<file path="config.mk">
export PLATFORM = sky130hd
export DESIGN_NAME = utf8_to_cp1251_decoder
export DESIGN_NICKNAME = d
export VERILOG_FILES = /design/src/hw/rtl/u8cp_pkg.sv /design/src/hw/rtl/u8cp_step.sv /design/src/hw/rtl/u8cp_outq.sv /design/src/hw/rtl/utf8_to_cp1251_decoder.sv
export SDC_FILE = /design/constraint.sdc
export NUM_CORES = 1
export LEC_CHECK = 0
export ABC_AREA = 0
export CAP_MARGIN = 20
export CELL_PAD_IN_SITES_DETAIL_PLACEMENT = 0
export CELL_PAD_IN_SITES_GLOBAL_PLACEMENT = 1
export CORE_AREA = 2 2 142 144
export DETAILED_ROUTE_END_ITERATION = 10
export DIE_AREA = 0 0 144 146
export DONT_BUFFER_PORTS = 1
export PLACE_DENSITY = 0.83
export SLEW_MARGIN = 20
export SYNTH_ARGS = -nofsm -noshare
export SYNTH_HDL_FRONTEND = slang
export SYNTH_HIERARCHICAL = 1
export SYNTH_SLANG_ARGS = --single-unit
</file>
<file path="constraint.sdc">
create_clock -name clk -period 9.7 [get_ports clk]
set_input_delay 1.94 -clock clk [delete_from_list [all_inputs] [get_ports clk]]
set_output_delay 1.94 -clock clk [all_outputs]
set_load 0.05 [all_outputs]
</file>
<file path="src/hw/rtl/u8cp_pkg.sv">
`timescale 1ns / 1ps

package u8cp_pkg;

  localparam int CHAR_W          = 12;
  localparam int COUNT_MAX_DEF   = 4095;
  localparam logic [CHAR_W-1:0] MAX_CHARS_RESET = 12'd4095;
  localparam int IN_TDATA_W      = 8;
  localparam int OUT_TDATA_W     = 24;
  localparam int Q_DEPTH         = 4;

  localparam logic [7:0] ASCII_LIMIT = 8'h80;
  localparam logic [7:0] LEAD_C2     = 8'hC2;
  localparam logic [7:0] LEAD_D0     = 8'hD0;
  localparam logic [7:0] LEAD_D1     = 8'hD1;
  localparam logic [7:0] LEAD_D2     = 8'hD2;
  localparam logic [7:0] LEAD_E2     = 8'hE2;

  typedef enum logic [1:0] {
    PH_IDLE   = 2'd0,
    PH_LEAD   = 2'd1,
    PH_SECOND = 2'd2
  } phase_t;

  typedef enum logic [1:0] {
    KIND_CHAR = 2'd0,
    KIND_OK   = 2'd1,
    KIND_ERR  = 2'd2
  } kind_t;

  typedef struct packed {
    phase_t     phase;
    logic [7:0] lead;
    logic [7:0] second;
    logic       failed;
  } state_t;

  typedef struct packed {
    logic [7:0]        code;
    kind_t             kind;
    logic [CHAR_W-1:0] count;
    logic              last;
  } result_t;

  typedef struct packed {
    logic       hit;
    logic       three;
    logic [7:0] code;
  } match_t;

  function automatic match_t hit_code(input logic [7:0] code);
    match_t m;
    m.hit   = 1'b1;
    m.three = 1'b0;
    m.code  = code;
    return m;
  endfunction

  // True for the bytes that open at least one multi-byte table entry.
  function automatic logic is_lead(input logic [7:0] b);
    return (b == LEAD_C2) || (b == LEAD_D0) || (b == LEAD_D1) ||
           (b == LEAD_D2) || (b == LEAD_E2);
  endfunction

  // Lookup of a lead byte and the byte after it. For three-byte entries the
  // result only says that the pair is a valid prefix.
  function automatic match_t map2(input logic [7:0] lead, input logic [7:0] b);
    match_t m;
    m = '0;
    case (lead)
      LEAD_D0: begin
        if (b inside {[8'h90:8'hBF]}) begin
          m = hit_code(b + 8'h30);
        end else begin
          case (b)
            8'h82: m = hit_code(8'h80);
            8'h83: m = hit_code(8'h81);
            8'h89: m = hit_code(8'h8A);
            8'h8A: m = hit_code(8'h8C);
            8'h8C: m = hit_code(8'h8D);
            8'h8B: m = hit_code(8'h8E);
            8'h8F: m = hit_code(8'h8F);
            8'h8E: m = hit_code(8'hA1);
            8'h88: m = hit_code(8'hA3);
            8'h81: m = hit_code(8'hA8);
            8'h84: m = hit_code(8'hAA);
            8'h87: m = hit_code(8'hAF);
            8'h86: m = hit_code(8'hB2);
            8'h85: m = hit_code(8'hBD);
            default: m = '0;
          endcase
        end
      end
      LEAD_D1: begin
        if (b inside {[8'h80:8'h8F]}) begin
          m = hit_code(b + 8'h70);
        end else begin
          case (b)
            8'h93: m = hit_code(8'h83);
            8'h92: m = hit_code(8'h90);
            8'h99: m = hit_code(8'h9A);
            8'h9A: m = hit_code(8'h9C);
            8'h9C: m = hit_code(8'h9D);
            8'h9B: m = hit_code(8'h9E);
            8'h9F: m = hit_code(8'h9F);
            8'h9E: m = hit_code(8'hA2);
            8'h96: m = hit_code(8'hB3);
            8'h91: m = hit_code(8'hB8);
            8'h94: m = hit_code(8'hBA);
            8'h98: m = hit_code(8'hBC);
            8'h95: m = hit_code(8'hBE);
            8'h97: m = hit_code(8'hBF);
            default: m = '0;
          endcase
        end
      end
      LEAD_D2: begin
        case (b)
          8'h90: m = hit_code(8'hA5);
          8'h91: m = hit_code(8'hB4);
          default: m = '0;
        endcase
      end
      LEAD_C2: begin
        // Latin-1 symbols that keep their code point in the target set.
        if (b inside {8'hA0, 8'hA4, 8'hA6, 8'hA7, 8'hA9, 8'hAB, 8'hAC, 8'hAD,
                      8'hAE, 8'hB0, 8'hB1, 8'hB5, 8'hB6, 8'hB7, 8'hBB}) begin
          m = hit_code(b);
        end
      end
      LEAD_E2: begin
        if (b inside {8'h80, 8'h82, 8'h84}) begin
          m.hit   = 1'b1;
          m.three = 1'b1;
        end
      end
      default: m = '0;
    endcase
    return m;
  endfunction

  // Lookup of the final byte of a three-byte sequence.
  function automatic match_t map3(input logic [7:0] lead, input logic [7:0] second,
                                  input logic [7:0] b);
    match_t m;
    m = '0;
    if (lead == LEAD_E2) begin
      case (second)
        8'h80: begin
          case (b)
            8'h9A: m = hit_code(8'h82);
            8'h9E: m = hit_code(8'h84);
            8'hA6: m = hit_code(8'h85);
            8'hA0: m = hit_code(8'h86);
            8'hA1: m = hit_code(8'h87);
            8'hB0: m = hit_code(8'h89);
            8'hB9: m = hit_code(8'h8B);
            8'h98: m = hit_code(8'h91);
            8'h99: m = hit_code(8'h92);
            8'h9C: m = hit_code(8'h93);
            8'h9D: m = hit_code(8'h94);
            8'hA2: m = hit_code(8'h95);
            8'h93: m = hit_code(8'h96);
            8'h94: m = hit_code(8'h97);
            8'hBA: m = hit_code(8'h9B);
            default: m = '0;
          endcase
        end
        8'h82: begin
          case (b)
            8'hAC: m = hit_code(8'h88);
            default: m = '0;
          endcase
        end
        8'h84: begin
          case (b)
            8'hA2: m = hit_code(8'h99);
            8'h96: m = hit_code(8'hB9);
            default: m = '0;
          endcase
        end
        default: m = '0;
      endcase
    end
    return m;
  endfunction

endpackage

</file>
<file path="src/hw/rtl/u8cp_step.sv">
`timescale 1ns / 1ps

module u8cp_step #(
  parameter int COUNT_MAX = u8cp_pkg::COUNT_MAX_DEF
) (
  input  u8cp_pkg::state_t                   st,
  input  logic [$clog2(COUNT_MAX+1)-1:0]     cnt,
  input  logic [u8cp_pkg::CHAR_W-1:0]        max_chars,
  input  logic [7:0]                         in_byte,
  input  logic                               has_byte,
  input  logic                               ends_string,
  output u8cp_pkg::state_t                   st_next,
  output logic [$clog2(COUNT_MAX+1)-1:0]     cnt_next,
  output logic [1:0]                         n_res,
  output u8cp_pkg::result_t                  res_a,
  output u8cp_pkg::result_t                  res_b
);
  import u8cp_pkg::*;

  localparam int CNT_W = $clog2(COUNT_MAX + 1);
  localparam int LIM_W = (CNT_W > CHAR_W) ? CNT_W : CHAR_W;

  logic [LIM_W-1:0] lim_cfg;
  logic [LIM_W-1:0] lim_cap;
  logic [LIM_W-1:0] limit;
  logic [LIM_W-1:0] cnt_wide;
  logic             active;
  logic             emit;
  logic [7:0]       code;
  match_t           m2;
  match_t           m3;
  result_t          char_res;
  result_t          end_res;

  assign lim_cfg = LIM_W'(max_chars);
  assign lim_cap = LIM_W'(COUNT_MAX);
  assign limit   = (lim_cfg > lim_cap) ? lim_cap : lim_cfg;

  assign m2 = map2(st.lead, in_byte);
  assign m3 = map3(st.lead, st.second, in_byte);

  always_comb begin
    st_next  = st;
    emit     = 1'b0;
    code     = '0;
    active   = has_byte && !st.failed && (LIM_W'(cnt) < limit);
    if (active) begin
      case (st.phase)
        PH_IDLE: begin
          if (in_byte < ASCII_LIMIT) begin
            emit = 1'b1;
            code = in_byte;
          end else if (is_lead(in_byte)) begin
            st_next.lead  = in_byte;
            st_next.phase = PH_LEAD;
          end else begin
            st_next.failed = 1'b1;
          end
        end
        PH_LEAD: begin
          if (m2.hit && m2.three) begin
            st_next.second = in_byte;
            st_next.phase  = PH_SECOND;
          end else begin
            st_next.phase = PH_IDLE;
            if (m2.hit) begin
              emit = 1'b1;
              code = m2.code;
            end else begin
              st_next.failed = 1'b1;
            end
          end
        end
        PH_SECOND: begin
          st_next.phase = PH_IDLE;
          if (m3.hit) begin
            emit = 1'b1;
            code = m3.code;
          end else begin
            st_next.failed = 1'b1;
          end
        end
        default: begin
          st_next.phase = PH_IDLE;
        end
      endcase
    end

    cnt_next = emit ? cnt + 1'b1 : cnt;
    cnt_wide = LIM_W'(cnt_next);

    char_res.code  = code;
    char_res.kind  = KIND_CHAR;
    char_res.count = cnt_wide[CHAR_W-1:0];
    char_res.last  = 1'b0;

    // A string with an open sequence or a failure closes with an error.
    end_res.code = '0;
    end_res.last = 1'b1;
    if (st_next.failed || (st_next.phase != PH_IDLE)) begin
      end_res.kind  = KIND_ERR;
      end_res.count = '0;
    end else begin
      end_res.kind  = KIND_OK;
      end_res.count = cnt_wide[CHAR_W-1:0];
    end

    if (ends_string) begin
      st_next  = '0;
      cnt_next = '0;
    end

    res_a = emit ? char_res : end_res;
    res_b = end_res;
    n_res = 2'(emit) + 2'(ends_string);
  end

endmodule

</file>
<file path="src/hw/rtl/u8cp_outq.sv">
`timescale 1ns / 1ps

module u8cp_outq (
  input  logic               clk,
  input  logic               rst,
  input  logic [1:0]         push_n,
  input  u8cp_pkg::result_t  push_a,
  input  u8cp_pkg::result_t  push_b,
  input  logic               pop,
  output u8cp_pkg::result_t  head,
  output logic               not_empty,
  output logic               room
);
  import u8cp_pkg::*;

  localparam int PTR_W  = $clog2(Q_DEPTH);
  localparam int FILL_W = $clog2(Q_DEPTH + 1);

  result_t          mem [Q_DEPTH];
  logic [PTR_W-1:0] rd_ptr;
  logic [PTR_W-1:0] wr_ptr;
  logic [PTR_W-1:0] wr_ptr_plus;
  logic [FILL_W-1:0] fill;

  assign wr_ptr_plus = wr_ptr + 1'b1;
  assign head        = mem[rd_ptr];
  assign not_empty   = (fill != '0);
  // Room for the largest group of results that one item can produce.
  assign room        = (fill <= FILL_W'(Q_DEPTH - 2));

  always_ff @(posedge clk) begin
    if (rst) begin
      rd_ptr <= '0;
      wr_ptr <= '0;
      fill   <= '0;
    end else begin
      wr_ptr <= wr_ptr + PTR_W'(push_n);
      if (pop) begin
        rd_ptr <= rd_ptr + 1'b1;
      end
      fill <= fill + FILL_W'(push_n) - FILL_W'(pop);
    end
  end

  always_ff @(posedge clk) begin
    if (push_n != 2'd0) begin
      mem[wr_ptr] <= push_a;
    end
    if (push_n == 2'd2) begin
      mem[wr_ptr_plus] <= push_b;
    end
  end

endmodule

</file>
<file path="src/hw/rtl/utf8_to_cp1251_decoder.sv">
`timescale 1ns / 1ps

// Channel   Direction  Contents
// s_*       in         one UTF-8 byte, a has-byte flag and an end-of-string mark
// m_*       out        a Windows-1251 character or the end status of a string
// cfg_*     in         max_chars, the most characters emitted per string
//
// An item accepted on s_* is registered and decoded; once the queue has room,
// its results, none, one or two, land in a four-entry output queue that
// drives m_*. One item per cycle is sustained while the queue has room; an
// item with a character and an end result is delivered as two m_* transfers.
// s_tready drops only while the queue cannot take two more results.
// rst is synchronous and active high; it clears the decoder state, empties
// the queue and sets max_chars to 4095. cfg_ready is always high.

module utf8_to_cp1251_decoder #(
  parameter int COUNT_MAX = u8cp_pkg::COUNT_MAX_DEF
) (
  input  logic                              clk,
  input  logic                              rst,

  input  logic                              s_tvalid,
  output logic                              s_tready,
  input  logic [u8cp_pkg::IN_TDATA_W-1:0]   s_tdata,   // [7:0] in_byte
  input  logic                              s_tuser,   // [0] has_byte
  input  logic                              s_tlast,   // ends_string

  output logic                              m_tvalid,
  input  logic                              m_tready,
  output logic [u8cp_pkg::OUT_TDATA_W-1:0]  m_tdata,   // [7:0] out_code, [19:8] char_count
  output logic [1:0]                        m_tuser,   // [1:0] kind
  output logic                              m_tlast,   // last_of_string

  input  logic                              cfg_valid,
  output logic                              cfg_ready,
  input  logic [u8cp_pkg::CHAR_W-1:0]       cfg_data   // max_chars
);
  import u8cp_pkg::*;

  localparam int CNT_W = $clog2(COUNT_MAX + 1);

  // Input register: the accepted item waits here until the queue has room.
  logic              item_valid;
  logic [7:0]        item_byte;
  logic              item_has;
  logic              item_ends;

  // Per-string decoder state and the configuration register.
  state_t            st;
  state_t            st_next;
  logic [CNT_W-1:0]  cnt;
  logic [CNT_W-1:0]  cnt_next;
  logic [CHAR_W-1:0] max_chars;

  logic [1:0]        n_res;
  logic [1:0]        push_n;
  result_t           res_a;
  result_t           res_b;
  result_t           head;
  logic              q_room;
  logic              q_not_empty;
  logic              fire;

  // The registered item is decoded and retired in the same cycle whenever
  // the queue can take whatever it produces.
  assign fire      = item_valid && q_room;
  assign s_tready  = !item_valid || q_room;
  assign cfg_ready = 1'b1;
  assign push_n    = fire ? n_res : 2'd0;

  always_ff @(posedge clk) begin
    if (rst) begin
      item_valid <= 1'b0;
      st         <= '0;
      cnt        <= '0;
      max_chars  <= MAX_CHARS_RESET;
    end else begin
      if (s_tready) begin
        item_valid <= s_tvalid;
      end
      if (fire) begin
        st  <= st_next;
        cnt <= cnt_next;
      end
      if (cfg_valid) begin
        max_chars <= cfg_data;
      end
    end
  end

  always_ff @(posedge clk) begin
    if (s_tvalid && s_tready) begin
      item_byte <= s_tdata[7:0];
      item_has  <= s_tuser;
      item_ends <= s_tlast;
    end
  end

  // Sequence matching, the character limit and the end status.
  u8cp_step #(
    .COUNT_MAX (COUNT_MAX)
  ) u_step (
    .st          (st),
    .cnt         (cnt),
    .max_chars   (max_chars),
    .in_byte     (item_byte),
    .has_byte    (item_has),
    .ends_string (item_ends),
    .st_next     (st_next),
    .cnt_next    (cnt_next),
    .n_res       (n_res),
    .res_a       (res_a),
    .res_b       (res_b)
  );

  // The output queue decouples a stalled m_* side from the decoder.
  u8cp_outq u_outq (
    .clk       (clk),
    .rst       (rst),
    .push_n    (push_n),
    .push_a    (res_a),
    .push_b    (res_b),
    .pop       (m_tvalid && m_tready),
    .head      (head),
    .not_empty (q_not_empty),
    .room      (q_room)
  );

  assign m_tvalid = q_not_empty;
  assign m_tdata  = OUT_TDATA_W'({head.count, head.code});
  assign m_tuser  = head.kind;
  assign m_tlast  = head.last;

endmodule

</file>
======== Word-level counts from Yosys, hierarchy flattened ========
Memory sizes are Yosys's and may differ from the RTL's. A register that Yosys moved wholly into a read port is not among the register bits.
Cells that the tools add are included.
cells by class
  reductions and logical operators ........ 29
  $add $sub $neg .......................... 9
  eq/ne operators ......................... 67
  multiplexer cells ....................... 53
  $lt $le $gt $ge ......................... 8
operators with widths
  cell                   count
  $eq 8x8->1 const B     63
  $pmux 10 s14           2
  $pmux 10 s15           1
  $mux 10                7
  $mux 8                 8
  $pmux 10 s2            2
  $mux 19                2
  $mux 12                3
  $pmux 8 s4             1
  $pmux 10 s3            1
  $pmux 8 s3             1
  $mux 23                1
  $ge 8x8->1 const B     2
  $le 8x8->1 const B     2
  $reduce_bool 15->1     1
  $mux 1                 14
  $mux 14                1
  $reduce_bool 2->1      7
  $add 12x1->12 const B  1
  $gt 12x12->1 const B   1
  $lt 12x12->1           1
  $mux 2                 5
  $pmux 2 s5             1
  $add 8x6->8 const B    1
  20 further kinds       37
storage, ports and cells
  bits in writable memories ............... 92
  word-level logic and storage cells ...... 180
  bits of input ports ..................... 27
  register bits after elaboration ......... 61
  memories kept ........................... 1
memories
  memory      words  bits a word  rd ports  clocked after Yosys merged registers in  write ports  RTL line         source
  u_outq.mem  4      23           1         1                                        2            u8cp_outq.sv:19  result_t mem [Q_DEPTH];

======== Logic depth before layout (Yosys ltp) ========
Gate-level depths: netlist (run 1).
  word-level depth ........................ 13
  depth in mapped cells ................... 19

======== Cells and area by module ========
The synthesis (run 1) kept the hierarchy.
by module, submodules not included
  module                  sequential area each (sq um)  times used  area an instance (sq um)  cells each
  u8cp_outq               2942.8                        1           5081.1                    270
  u8cp_step               0.0                           1           3244.4                    510
  utf8_to_cp1251_decoder  1181.1                        1           2290.9                    206

======== Least setup slack after synthesis (run 1) ========
Ideal clock, no wire load.
  path kind ............................... register -> register
  start point ............................. register item_byte[5]
  end point ............................... memory u_outq/mem[0][0] (netlist name), enable pin
  slack ................................... 4.394 ns
  data arrival time ....................... 4.867 ns
  period minus slack after synthesis ...... 5.306 ns
  setup time .............................. 0.439 ns
  data required time ...................... 9.261 ns
  path buffers ............................ 2
  cell stages (with the launch flop) ...... 15
  cell sequence ........................... edfxtp_1 > inv_1 > ha_1 > clkbuf_1 > and3b_1 > o2111ai_1 > a31oi_1 > o31a_1 > a22oi_1 > buf_2 > nand2_1 > ha_1 > and3_1 > nor2_1 > o31ai_1
RTL lines
  element                 RTL line                      source
  from (decl)             utf8_to_cp1251_decoder.sv:44  logic [7:0] item_byte;
  from (signal assigned)  utf8_to_cp1251_decoder.sv:93  item_byte <= s_tdata[7:0];
  to (decl)               u8cp_outq.sv:19

==> key figures, run 1 <==
Layout
  • Layout area overhead: 4.83%
  • Nets@finish: 992
  • Inserted Diodes: 0
  • Share of layout cells above drive strength 1: 0.216

Global route
  • Global-route wire length before repair: roughly 40 mm
  • Largest net degree at the start of global routing: 66
  • Vias in the first global route: around 7300
  • GRT Util Overall: 0.245
  • Initial antenna violation count: 0
  • Gr ovfl total: 0

Floorplan
  • # IOs: between 50 and 60
  • Width of the die: between 100 and 150 um
  • # rows: between 50 and 60
  • Core Area: ~19000 um^2
  • Initial Util: 0.549
  • Die area: about 21000 um^2
  • Die height: ~150 um

Min path
  • Worst Hold Depth: 2
  • Hold Crit Class: flip-flop to flip-flop

Pwr
  • Final Power: between 1.5 and 2 mW
  • Worst VDD drop: 0.000133 V
  • Leakage power: 3.88 nW
  • Pwr/cell area: between 150 and 200 nW/um^2

Critical path
  • Worst-path maximum fanout: 31
  • R2R Path End: u_outq/mem[2][21]
  • Crit path largest cell delay: ~1000 ps
  • Critical Path Sink Type: flip-flop
  • R2r startpoint: item_byte[0]
  • Worst Setup SP: item_byte[0]
  • Flop2flop setup slack: around 3800 ps
  • Worst reg-to-reg path cell count: 11
  • CP Class: flip-flop to flip-flop
  • Arrival @ worst endpoint: 5960 ps
  • WP data required: roughly 10000 ps
  • Setup crit start kind: flip-flop
  • Setup crit end: u_outq/mem[2][21]
  • Slowest CP cell: edfxtp_1
  • Crit-path cells: inv_1 > nor4_1 > nor3_1 > a31oi_1 > a2111o_1 > nand2_1 > ha_1 > and3_1 > nor4bb_4 > buf_4 > a21o_1

Placement
  • DP HPWL: 17.2 mm
  • Port Buffers: 0
  • Routability cong.: around 0.92

Timing
  • Worst-margin pin slew: approximately 1100 ps
  • TNS Setup: 0 ps
  • Period utilization: 0.610
  • Final hold viol count: 0
  • Max Transition Viols Final: 0
  • Post-route minimum period: around 5900 ps
  • Top achievable clock speed: roughly 170 MHz
  • Clock Skew: ~11 ps
  • Setup violations, final: 0
  • Rel. slew slack: 0.277
  • RSZ-0062 raised after global routing: false

Drt
  • Via/cell ratio: 6.32
  • Antenna Nets Post-Route: 0
  • Iter 0 DRT Violations: around 760
  • Wirelength per Cell: slightly above 20 um
  • Final wirelength: about 25 mm
  • # DRC: 0
  • Drt first pass iters: 6
  • Routed vias: 7715

Clock network
  • Clock transition at the registers of the reported paths: roughly 70 ps
  • Postcts setup bufs: 0
  • CTS sink count: approximately 160
  • Worst skew pair latency: 430 ps
  • Root Driver: clkbuf_16
  • Clk buf depth: 2
  • Clock H-tree levels: 4
  • Hold buffer count at CTS: 0
  • CTS buffer count: 17
  • CTS tree: built
  • Cts repair resizes: 0

Logic synthesis
  • Synth top area share: 0.289
  • Compound-gate portion of the synthesized area: 0.187
  • Area of the mapped netlist: around 11000 um^2
  • Multiplexer area fraction after synthesis: 0.179
  • Yosys reg bits: approximately 160
  • Synth cell types: 87
  • Yosys Warn Count: 6
  • Sequential fraction of the synthesis area: 0.388
  • Syn_area_per_cell: 10.8 um^2
  • Area leader, netlist: edfxtp_1
  • Simple-gate share of the synthesized area: 0.139
  • Synth cell count leaders: edfxtp_1, mux2_2, a21oi_1, nor2_1, dfxtp_1
  • Asr flop ratio synth: 0
  • Combinational family with the most area after synthesis: compound AO/OA/AOI/OAI gates
  • Xor and xnor fraction of the mapped netlist area: 0.00837
  • Top cells by area, synth: edfxtp_1, dfxtp_1, mux2_2, mux4_2, a21oi_1
  • Cells after Synth: around 990
  • EDFF count, synth: between 100 and 150
  • Post-synthesis adder-cell area fraction: 0.0278
  • Most common cell in the netlist: edfxtp_1
  • Synth Flop Type: edfxtp_1

Flow run
  • Max Cap Violations: 0

Run status
  • Status: completed
metal layers:
metal / global-route usage / vias up / routed length [um]
met5: 0 / - / 0
met4: 0.0725 / 0 / 529
met3: 0.0451 / 42 / 1580
met2: 0.366 / 274 / 11500
met1: 0.362 / 3744 / 11700
li1: - / 3655 / -
kinds of logic (layout without fill, tap and decap cells):
family | count (synthesis) | in the layout
other cells | 4 | 14
compound gates | 267 | 267
xor+xnor | 7 | 7
flops | 155 | 155
fa+ha+maj | 23 | 23
buf+inv | 127 | 86
mux | 141 | 141
simple gates | 262 | 262
how the worst min path moves through the flow:
| stage | start | slack, ps | end |
|---|---|---|---|
| floorplan | u_outq/rd_ptr[1] | 490 | flip-flop |
| global placement | u_outq/rd_ptr[0] | 520 | u_outq/rd_ptr[1] |
| detailed placement | u_outq/rd_ptr[0] | 530 | u_outq/rd_ptr[1] |
| global route | u_outq/rd_ptr[0] | 580 | u_outq/rd_ptr[0] |
| finish | u_outq/rd_ptr[0] | 550 | u_outq/rd_ptr[1] |
| CTS | item_valid | 550 | st[11] |
cell usage in the layout (no fill, tap or decap), types with 6 or more instances in the layout:
cell type / netlist / final
a21oi_1: 68 / 67
buf_4: 20 / 16
clkbuf_16: 0 / 17
o311ai_0: 12 / 12
edfxtp_1: 102 / 102
and3b_1: 6 / 6
o31ai_1: 7 / 6
nand2b_1: 8 / 8
o21ai_0: 34 / 33
a21bo_1: 27 / 27
a21oi_2: 17 / 17
a211oi_1: 7 / 7
a211o_1: 18 / 18
mux2_1: 8 / 8
and3_1: 9 / 9
dfxtp_1: 53 / 52
nand3_1: 48 / 48
nor2b_1: 25 / 24
nand2_1: 28 / 28
nand4_1: 6 / 6
conb_1: 4 / 14
inv_1: 38 / 38
nor3b_1: 6 / 6
mux2_2: 70 / 70
mux4_2: 23 / 23
mux2i_1: 19 / 19
and2_1: 12 / 12
ha_1: 22 / 22
nor3_1: 16 / 16
nor2_1: 62 / 61
mux2_4: 21 / 21
nor4_1: 7 / 7
a31oi_1: 12 / 12
final cells by class:
cell class | instances | area, um^2
multi-input combinational | 714 | 5850
sequential | 155 | 4130
fill | 1633 | 8210
clock buffer | 17 | 425
timing repair buffer | 16 | 120
clock inverter | 15 | 139
tap | 265 | 332
inverter | 38 | 143
sequential cells by signal, indices dropped and copies added (netlist names), named ones only:
signal         cells
item_has           1
u_outq/wr_ptr      2
cnt               12
item_valid         1
st                19
u_outq/rd_ptr      2
u_outq/mem        92
max_chars         12
item_byte          8
u_outq/fill        3
item_ends          1
power by group:
group          internal, mW  switching (mW)
Sequential            0.741          0.0347
Combinational         0.155           0.346
Clock                 0.357           0.282
through the flow:
step	setup slack (ps)	util	area [um^2]	cells	hold WS (ps)
3_3_place_gp	4020	0.546	10600	1188	517
4_1_cts	3880	0.576	11100	1220	551
3_5_place_dp	3900	0.546	10600	1188	535
6_report	3780	0.576	11100	1220	548
5_1_grt	3350	0.576	11100	1220	577
2_1_floorplan	4390	-	10700	996	492
critical path: cells and delay by family, from the launching register on:
kind | cells | cell delay (ps)
fa+ha+maj | 1 | 330
simple gates | 5 | 1370
buf+inv | 2 | 880
compound gates | 3 | 1940
flops | 1 | 980
Power figures use the tool's default switching activity.
==> run 2: changes to the inputs <==
Settings changed: CORE_AREA 2 2 142 144 to 2 2 154 156, DIE_AREA 0 0 144 146 to 0 0 156 158, PLACE_DENSITY 0.83 to 0.75.
Clock period 9.7 ns to 5.2 ns, I/O delays scaled along.
==> run 2 against run 1 <==
Highest routed layer unchanged. Maximum frequency up 24%. Critical endpoint is now u_outq/mem[2][12]. Worst hold slack got worse by 9.4 ps. Power grew 98%. Critical path type unchanged. Global-route usage down 2.3 points. Final cell count grew 3.8%. Sequential power up 85%. Clock skew rose by 2.7 ps. Critical path depth grew 3. Utilization shrank 8.0 points. Sequential share of layout area is 0.96 points lower.
==> key figures, run 2 (synthesis gave the netlist of run 1 again) <==
Clock network
  • Cts repair resizes: 0
  • Clock transition at the registers of the reported paths: roughly 70 ps
  • Postcts setup bufs: 0
  • Hold buffer count at CTS: 0
  • CTS buffer count: 17
  • CTS tree: built
  • Clk buf depth: 2
  • Clock H-tree levels: 4
  • Root Driver: clkbuf_16
  • Worst skew pair latency: around 430 ps
  • CTS sink count: 155

Global route
  • Layer with the highest usage: met2
  • Largest net degree at the start of global routing: 64
  • Global-route wire length before repair: between 40 and 50 mm
  • Gr ovfl total: 0
  • Initial antenna violation count: 0
  • GRT Util Overall: 0.222
  • Met2 Usage GRT: 0.340
  • Vias in the first global route: around 7400
  • Met1 Use GR: 0.312
  • Met3 GRT Util: 0.0482

Min path
  • Hold Crit Class: flip-flop to flip-flop
  • Worst Hold Depth: 2

Critical path
  • Setup crit start kind: flip-flop
  • Worst-path maximum fanout: 24
  • Critical Path Sink Type: flip-flop
  • WP data required: roughly 5300 ps
  • CP Class: flip-flop to flip-flop
  • Worst reg-to-reg path cell count: 14
  • Arrival @ worst endpoint: 4870 ps

Timing
  • Clock Skew: approximately 14 ps
  • Post-route minimum period: 4770 ps
  • TNS Setup: 0 ps
  • Rel. slew slack: 0.321
  • Period utilization: 0.917
  • Max Transition Viols Final: 0
  • Setup violations, final: 0
  • RSZ-0062 raised after global routing: false
  • Final hold viol count: 0
  • Top achievable clock speed: 210 MHz
  • Worst-margin pin slew: 1000 ps
  • Fin Hold WS: 539 ps

Floorplan
  • # rows: 56
  • # IOs: 57
  • Width of the die: between 150 and 200 um
  • Core Area: approximately 23000 um^2
  • Initial Util: 0.461
  • Die area: around 25000 um^2
  • Die height: between 150 and 200 um

Drt
  • Drt first pass iters: 5
  • Wirelength per Cell: around 21 um
  • Via/cell ratio: between 6 and 7
  • Iter 0 DRT Violations: between 600 and 700
  • # DRC: 0
  • Antenna Nets Post-Route: 0
  • Routed vias: roughly 7800
  • Final wirelength: between 20 and 30 mm

Placement
  • Port Buffers: 0
  • DP HPWL: roughly 18 mm
  • Routability cong.: about 0.99

Layout
  • Nets@finish: 1013
  • Seq. cell area: just over 4000 um^2
  • Number of flip-flops in the largest register: 92
  • Area of the multi-input gates: between 5000 and 6000 um^2
  • Most frequent cells in the layout: edfxtp_1, mux2_2, a21oi_1
  • Fillers: 2020
  • Top flop regs: u_outq/mem x92, st x19
  • Share of layout cells above drive strength 1: 0.234
  • Layout area overhead: 7.63%
  • Inserted Diodes: 0
  • Reg with most FFs: u_outq/mem
  • Leading cell type in the layout, fill and taps excluded: edfxtp_1

Run status
  • Status: completed

Pwr
  • Leakage power: approximately 4.0 nW
  • Pwr/cell area: roughly 330 nW/um^2
  • Worst VDD drop: 0.000221 V

Flow run
  • Max Cap Violations: 0
run 2: cell types whose count changed in the layout (fill, tap and decap cells not counted), moves of 2 or more:
cell / change
buf_4: +20
bufinv_16: +3
clkinv_2: -2
clkinv_4: -2
clkinvlp_4: -2
inv_8: +3
run 2: area by class of cell:
class | count | share of cell area
Sequential cell | 155 | 0.361
Timing Repair Buffer | 37 | 0.0254
Multi-Input combinational cell | 714 | 0.512
Inverter | 38 | 0.0125
Tap cell | 290 | 0.0318
Clock buffer | 18 | 0.0376
Clock inverter | 14 | 0.0196
run 2: power by group:
group          total (mW)  switching (mW)  internal, mW
Clock                1.39           0.559         0.827
Sequential           1.43          0.0507          1.38
Combinational       0.973           0.676         0.297
Total                3.79            1.29          2.51
run 2: through the flow:
step | worst slack [ps] | instances | cell area [um^2] | util | total power, mW
2_1_floorplan | 560 | 996 | 10700 | - | 2.30
3_3_place_gp | 497 | 1234 | 10800 | 0.467 | 2.43
3_5_place_dp | 550 | 1234 | 10800 | 0.467 | 2.43
4_1_cts | 506 | 1266 | 11400 | 0.495 | 3.82
5_1_grt | 165 | 1266 | 11400 | 0.496 | 3.94
6_report | 430 | 1266 | 11400 | 0.496 | 3.79
run 2: per-layer routing:
layer  wire length (um)  share of wire  vias up
met3               1680          0.063       49
li1                   -              -     3706
met1              12400           0.47     3790
met5                  0              0        -
met2              12000           0.45      298
met4                546          0.021        0
run 2: critical path: stages (launching register included):
cell and delay (ps):
edfxtp_1 510, inv_1 200, ha_1 380, mux2i_1 190, a2bb2oi_1 490, a2111oi_0 210, o31a_1 300, a22oi_1 230
nand2_1 170, ha_1 310, and3_1 350, nor4bb_4 370, buf_12 260, a21o_1 110, buf_4 320
run 2: final timing paths:
kind                                  startpoint                 to  slack [ps]
worst max-delay path                item_byte[4]  u_outq/mem[2][12]         430
worst min-delay path            u_outq/rd_ptr[1]   u_outq/rd_ptr[1]         540
worst max register to register      item_byte[4]  u_outq/mem[2][12]         430
worst min register to register  u_outq/rd_ptr[1]   u_outq/rd_ptr[1]         540
